--- config.mk ---
export PLATFORM = sky130hd
export DESIGN_NAME = mav_front
export DESIGN_NICKNAME = d
export VERILOG_FILES = /design/src/design/mav_pkg.sv /design/src/design/mav_front.sv
export SDC_FILE = /design/constraint.sdc
export NUM_CORES = 1
export LEC_CHECK = 0
export BUFFER_PORTS_ARGS = -buffer_cell sky130_fd_sc_hd__clkbuf_2
export CORE_ASPECT_RATIO = 1.2
export CORE_MARGIN = 1.5
export CORE_UTILIZATION = 50
export CTS_CLUSTER_SIZE = 14
export DETAILED_ROUTE_END_ITERATION = 6
export HOLD_SLACK_MARGIN = 0.02
export PLACE_DENSITY_LB_ADDON = 0.15
export SYNTH_ARGS = -nofsm -noshare
export SYNTH_HDL_FRONTEND = slang
export SYNTH_SLANG_ARGS = --single-unit
export TNS_END_PERCENT = 50
--- constraint.sdc ---
create_clock -name clk -period 9.9 [get_ports clk]
set_input_delay 2.97 -clock clk [delete_from_list [all_inputs] [get_ports clk]]
set_output_delay 2.97 -clock clk [all_outputs]
set_load 0.01 [all_outputs]
--- src/design/mav_pkg.sv ---
package mav_pkg;

  typedef enum logic [2:0] {
    K_GLOBAL = 3'd0,
    K_ALLOC  = 3'd1,
    K_FREE   = 3'd2,
    K_UAF    = 3'd3,
    K_READ   = 3'd4,
    K_WRITE  = 3'd5,
    K_LEAK   = 3'd6,
    K_NONE   = 3'd7
  } kind_t;

  typedef enum logic [2:0] {
    EV_OK             = 3'd0,
    EV_DOUBLE_FREE    = 3'd1,
    EV_INVALID_FREE   = 3'd2,
    EV_USE_AFTER_FREE = 3'd3,
    EV_INVALID_READ   = 3'd4,
    EV_INVALID_WRITE  = 3'd5,
    EV_LEAK           = 3'd6,
    EV_TABLE_FULL     = 3'd7
  } ev_t;

  localparam logic [15:0] RED_ZONE_RESET = 16'd128;

  typedef struct packed {
    logic [2:0]  kind;
    logic [31:0] address;
    logic [31:0] size_bytes;
    logic [31:0] stack_pointer;
    logic [31:0] stack_base;
  } cmd_t;

  typedef struct packed {
    logic [2:0]  event_res;
    logic [31:0] event_address;
    logic [31:0] leak_size;
    logic        last;
  } res_t;

  // queue entry: command plus precomputed stack-window verdict
  typedef struct packed {
    cmd_t cmd;
    logic in_stack;
  } job_t;

endpackage

--- src/design/mav_front.sv ---
module mav_front #(
  parameter int DEPTH = 2
) (
  input  logic              clk,
  input  logic              rst,
  input  logic [15:0]       red_zone,
  input  logic              in_valid,
  output logic              in_ready,
  input  mav_pkg::cmd_t     in_cmd,
  output logic              q_valid,
  input  logic              q_ready,
  output mav_pkg::job_t     q_job
);
  import mav_pkg::*;

  localparam int AW = (DEPTH > 1) ? $clog2(DEPTH) : 1;

  job_t fifo [DEPTH];
  logic [AW-1:0] wptr, rptr;
  logic [AW:0]   count;
  logic push, pop;
  job_t job_in;
  logic [32:0] lo_sum, hi_sum;

  // stack window classification
  always_comb begin
    lo_sum = {1'b0, in_cmd.address} + {17'd0, red_zone};
    hi_sum = {1'b0, in_cmd.address} + {1'b0, in_cmd.size_bytes};
    job_in.cmd = in_cmd;
    job_in.in_stack = ({1'b0, in_cmd.stack_pointer} <= lo_sum) &&
                      (hi_sum <= {1'b0, in_cmd.stack_base});
  end

  assign in_ready = (count != (AW+1)'(DEPTH));
  assign q_valid  = (count != '0);
  assign q_job    = fifo[rptr];
  assign push     = in_valid && in_ready;
  assign pop      = q_valid && q_ready;

  always_ff @(posedge clk) begin
    if (push) begin
      fifo[wptr] <= job_in;
    end
    if (rst) begin
      wptr  <= '0;
      rptr  <= '0;
      count <= '0;
    end else begin
      if (push) begin
        wptr <= (wptr == AW'(DEPTH-1)) ? '0 : wptr + 1'b1;
      end
      if (pop) begin
        rptr <= (rptr == AW'(DEPTH-1)) ? '0 : rptr + 1'b1;
      end
      count <= count + (AW+1)'(push) - (AW+1)'(pop);
    end
  end

  a_count_bound: assert property (@(posedge clk) disable iff (rst)
    count <= (AW+1)'(DEPTH)) else $error("queue overfill");
  a_no_push_full: assert property (@(posedge clk) disable iff (rst)
    (count == (AW+1)'(DEPTH)) && !pop |=> count == (AW+1)'(DEPTH))
    else $error("queue count moved while full");
  a_empty_after_reset: assert property (@(posedge clk)
    $past(rst) |-> count == '0) else $error("queue not empty after reset");
endmodule

# Word-level counts from Yosys, hierarchy flattened
# Memories as Yosys holds them, arrays and structs flattened. A register that Yosys moved wholly into a read port is not among the register bits.
# Cells that the tools add are included.
[word_totals] reg_bits=4 latchBits=0 ramBits=264 mem_bits_ro=0 input_bits=151 out_inout_bits=134 word_cells=23 n_memories=1
[memory_table] memory="fifo" depth=2 width=132 rd=1 rd_clocked_by_memory_dff=1 wr=1 line="mav_front.sv:18" text="job_t fifo [DEPTH];"
[classes] addsub=6 multipliers=0 n_div=0 magnitude_cmp=2 n_eq_ne=1 shift=0 n_mux=6 n_bitwise=0 n_reduce_logical=4
[op_table] cell="32-bit by 16-bit adder with 33-bit output" count=1
[op_table] cell="32-bit by 32-bit adder with 33-bit output" count=1
[op_table] cell="32-bit by 33-bit <= comparator with 1-bit output" count=1
[op_table] cell="33-bit by 32-bit <= comparator with 1-bit output" count=1
[op_table] cell="1-bit two-way mux" count=6
[op_table] cell="1-bit logical AND" count=3
[op_table] cell="1-bit adder (second input constant)" count=2
[op_table] cell="2-bit by 1-bit adder with 2-bit output" count=1
[op_table] cell="2-bit inequality test (second input constant)" count=1
[op_table] cell="2-bit nonzero test" count=1
[op_table] cell="2-bit by 1-bit subtractor with 2-bit output" count=1

# Logic depth before layout (Yosys ltp)
[logic_depth] ltp_word=4 depth_mapped=20 mapped_depth_nobuf=20

# Worst setup path before layout
# Ideal clock, no wire load.
[synth_timing] path_type="input port to flip-flop" startpoint="input port in_valid" endpoint="memory fifo[0][0] in the netlist's numbering, enable pin" setup_ns=0.625 arrival_ns=8.548 t_required_ns=9.275 slack_ns=0.727 stages=2 n_path_buf=0 cell_sequence="nand2_1 -> nor2_1"
[synth_via] elab_chain_cells=3
[synth_lines] item="start, declared" line="mav_front.sv:7" text="input logic in_valid,"
[synth_lines] item="1-bit logical AND" line="mav_front.sv:37" text="assign push = in_valid && in_ready;"
[synth_lines] item="1-bit two-way mux" line="mav_front.sv:41" text="if (push) begin"
[synth_lines] item="1-bit two-way mux (implied by the code)" line="mav_front.sv:42" text="fifo[wptr] <= job_in;"
[synth_lines] item="end, declared" line="mav_front.sv:18"
# Every way passes these cells.

==> results.json <==
{
  "vdd_drop_max_mv": 0.163,
  "synthFlopType": "edfxtp_1",
  "grt_max_degree": 62,
  "wire_per_inst_um": 19.6,
  "cts_buffers": 28,
  "final.min_clock_period_ns": 6.89,
  "fmax_mhz": 145,
  "tns_ns": 0,
  "leakage_nw": 6.90,
  "drive_gt1_share_pct": 36.4,
  "syn_inst": 1024,
  "viasPerCell": 5.49,
  "rsz0062_at_grt": "no",
  "hpwl_mm": 25.3,
  "crit_fanout": 9,
  "drc": 0,
  "die_area_um2": 29000,
  "cp_common_cell": "nand3_1",
  "setup.worst_path.class": "in -> reg",
  "area_delta_synth_final_pct": 20.1,
  "dieWidth_um": 156,
  "critPathSlowestCell": "a21oi_4",
  "cp.depth": 21,
  "p_comb_share_pct": 29.2,
  "fill_cells": 2259,
  "grt_pass1_wl_mm": 51.4,
  "seq_area_frac_synth_pct": 57.4,
  "grt.total_usage_pct": 23.0,
  "required_ns": 10.18,
  "worst_skew_pair.late_latency_ns": 0.54,
  "end_kind": "flop",
  "start_kind": "primary input",
  "p_per_area_nw_per_um2": 216,
  "postSynthAreaPerCell_um2": 13.7,
  "seq_power_share_pct": 41.2,
  "place.gp.congestion": 0.856,
  "yosysWarnings": 0,
  "swShare_pct": 29.8,
  "ys_seq_elements": 269,
  "finalHoldViolCount": 0,
  "cp.arrival_ns": 7.17,
  "min-delay-path-class": "reg -> reg",
  "port_buffers": 284,
  "crit_buf_inv": 2,
  "io_pins": 285,
  "synth_edf_count": 264,
  "drv_cap": 0,
  "drt_iter0_markers": 458,
  "slew_headroom_pct": 37.3,
  "crit_chain": "clkbuf_2 > ha_1 > inv_1 > fa_1 > nor2b_1 > o31a_1 > o311ai_2 > a21boi_1 > a41oi_2 > a21oi_4 > nand3_1 > xor2_1 > ha_1 > nand2_1 > nor3_1 > nand3_1 > nor3_1 > o221ai_1 > nand3_1 > a21o_1 > a31oi_1",
  "clock-root-buffer": "clkbuf_16",
  "r2r_cells": 4,
  "path_clk_slew_ns": 0.07,
  "power.switching_mw": 1.08,
  "power.share.clock_pct": 29.7,
  "fp.coreArea_um2": 27300,
  "cts_max_level": 1,
  "clk_path_buf_depth": 3,
  "wl_mm": 33.7,
  "die_h_um": 186,
  "grt_pass1_vias": 9534,
  "cp_top_family": "compound AO/OA/AOI/OAI gates",
  "fin_nets": 1589,
  "drtAntennaViolNets": 0,
  "finClkSkew_ns": 0.00837,
  "tightest_slew_ns": 0.938,
  "post-cts-setup-buffers": 0,
  "finalSetupViolations": 0,
  "period_share_pct": 69.6,
  "gr-total-overflow": 0,
  "slowest_delay_ns": 0.41,
  "holdWs_ns": 0.529,
  "initial_core_util_pct": 51.2,
  "hold_buffers": 0,
  "holdPathStages": 2,
  "antenna_found_initial": 1,
  "cts_sinks": 269,
  "syn_area_um2": 14000,
  "synthArstFlopShare_pct": 0,
  "outcome": "completed",
  "synth_nets": 1291,
  "cts_tree": "yes",
  "slew_viol_final": 0,
  "power.internal_mw": 2.55,
  "dr.pass1.iters": 5,
  "post_cts_resized": 0,
  "placementRows": 66,
  "ys_types": 69,
  "vias": 9435
}
==> logic make-up after synthesis <==
kind of cell	after synthesis	share of synthesized area, %
and+or+nand+nor	193	6.96
adders and majority gates	116	10.5
muxes	132	10.6
xor gates and xnor gates	55	3.44
DFF	269	57.4
buffers and inverters	71	1.98
AOI/OAI and AO/OA	188	9.16
==> final cells by class <==
class                      instances  area [um^2]  area share, %
multi-input combinational        684         5700           33.9
clock buffer                      32          737           4.39
antenna                            1         2.50         0.0149
clock inverter                    20          215           1.28
sequential                       269         8030           47.8
timing repair buffer             290         1470           8.73
tap                              374          468           2.78
inverter                          49          184           1.09
==> per-stage QoR <==
stage	cells	power [mW]	cell area (um^2)	utilization (%)	setup slack [ns]
3_5_place_dp	1666	2.58	15900	58.0	2.43
3_3_place_gp	1666	2.57	15900	58.0	2.56
4_1_cts	1718	3.67	16800	61.5	3.01
6_report	1719	3.63	16800	61.5	3.01
2_1_floorplan	1024	2.22	14000	-	0.727
5_1_grt	1718	3.81	16800	61.5	2.58
==> layout by cell type, fill, tap and decap left out, drive strengths merged, types with 5 or more instances in the layout <==
cell and n:
clkinv 14, o21a 10, o21bai 7, a21o 29, nand3 25, edfxtp 264
inv 50, or3 5, xor2 32, nor2b 9, nand2 44, clkbuf 316
o211ai 7, a21oi 52, buf 6, nor3 17, nand4 14, nor2 41
a31oi 7, o21ai 37, nand2b 9, ha 114, dfxtp 5, mux2 132
and3 12, xnor2 23, a211oi 8
==> synth_stat cells (2+ instances only) <==
| library cell | count | share of area (%) |
|---|---|---|
| o21ai_0 | 26 | 0.93 |
| and2_1 | 4 | 0.18 |
| xor2_1 | 32 | 2.0 |
| a211oi_1 | 6 | 0.32 |
| nand3_1 | 25 | 0.89 |
| a21boi_1 | 2 | 0.11 |
| a21oi_1 | 51 | 1.8 |
| nand2b_1 | 9 | 0.40 |
| buf_4 | 2 | 0.11 |
| a2111oi_0 | 3 | 0.19 |
| ha_1 | 114 | 10 |
| o31a_1 | 2 | 0.13 |
| nor2_1 | 41 | 1.1 |
| nand2_1 | 44 | 1.2 |
| nor3_1 | 15 | 0.54 |
| nor4_1 | 3 | 0.13 |
| and3_1 | 10 | 0.45 |
| or4_1 | 2 | 0.11 |
| o211ai_1 | 7 | 0.38 |
| o21ai_1 | 10 | 0.36 |
| a21o_1 | 29 | 1.6 |
| clkbuf_1 | 18 | 0.48 |
| inv_1 | 49 | 1.3 |
| xnor2_1 | 23 | 1.4 |
| edfxtp_1 | 264 | 57 |
| nor3_2 | 2 | 0.14 |
| nor2b_1 | 9 | 0.40 |
| buf_2 | 2 | 0.072 |
| or3_1 | 5 | 0.22 |
| a41o_1 | 3 | 0.21 |
| fa_1 | 2 | 0.29 |
| o21bai_1 | 7 | 0.38 |
| a31oi_1 | 7 | 0.31 |
| or2_2 | 4 | 0.18 |
| o21a_1 | 10 | 0.54 |
| dfxtp_1 | 5 | 0.72 |
| nand4_1 | 14 | 0.63 |
| mux2_2 | 132 | 11 |
==> power groups by stage <==
stage	Combinational [mW]	Sequential, mW	Clock, mW
4_1_cts	1.07	1.50	1.10
2_1_floorplan	0.691	1.52	0
5_1_grt	1.16	1.51	1.14
3_5_place_dp	1.07	1.52	0
6_report	1.06	1.49	1.08
3_3_place_gp	1.06	1.51	0
==> final timing paths <==
check	to	from	slack, ns
worst max-delay path	fifo[1][0]$_DFFE_PP_	in_cmd[96]	3.01
worst min-delay path	rptr$_SDFFE_PP0P_	rptr$_SDFFE_PP0P_	0.53
worst max register to register	fifo[1][77]$_DFFE_PP_	count[0]$_SDFF_PP0_	7.05
worst min register to register	rptr$_SDFFE_PP0P_	rptr$_SDFFE_PP0P_	0.53
==> worst min-delay path, stage by stage, from the launching register on <==
cell     delay [ns]
dfxtp_1        0.32
xnor2_1        0.08
nor2_1         0.08
==> flip-flops by register name, summed over array words and instances, names as in the netlist, named ones only <==
name   count
rptr       1
count      2
fifo     264
wptr       1
==> routing by layer <==
metal / global-route usage, % / vias up / part of all wire, %
li1: - / 4548 / -
met1: 29.2 / 4578 / 42
met2: 41.3 / 271 / 50
met3: 3.75 / 38 / 5.5
met4: 5.68 / 0 / 2.0
met5: 0 / - / 0
Note: power is estimated with default switching activity, not from simulation.
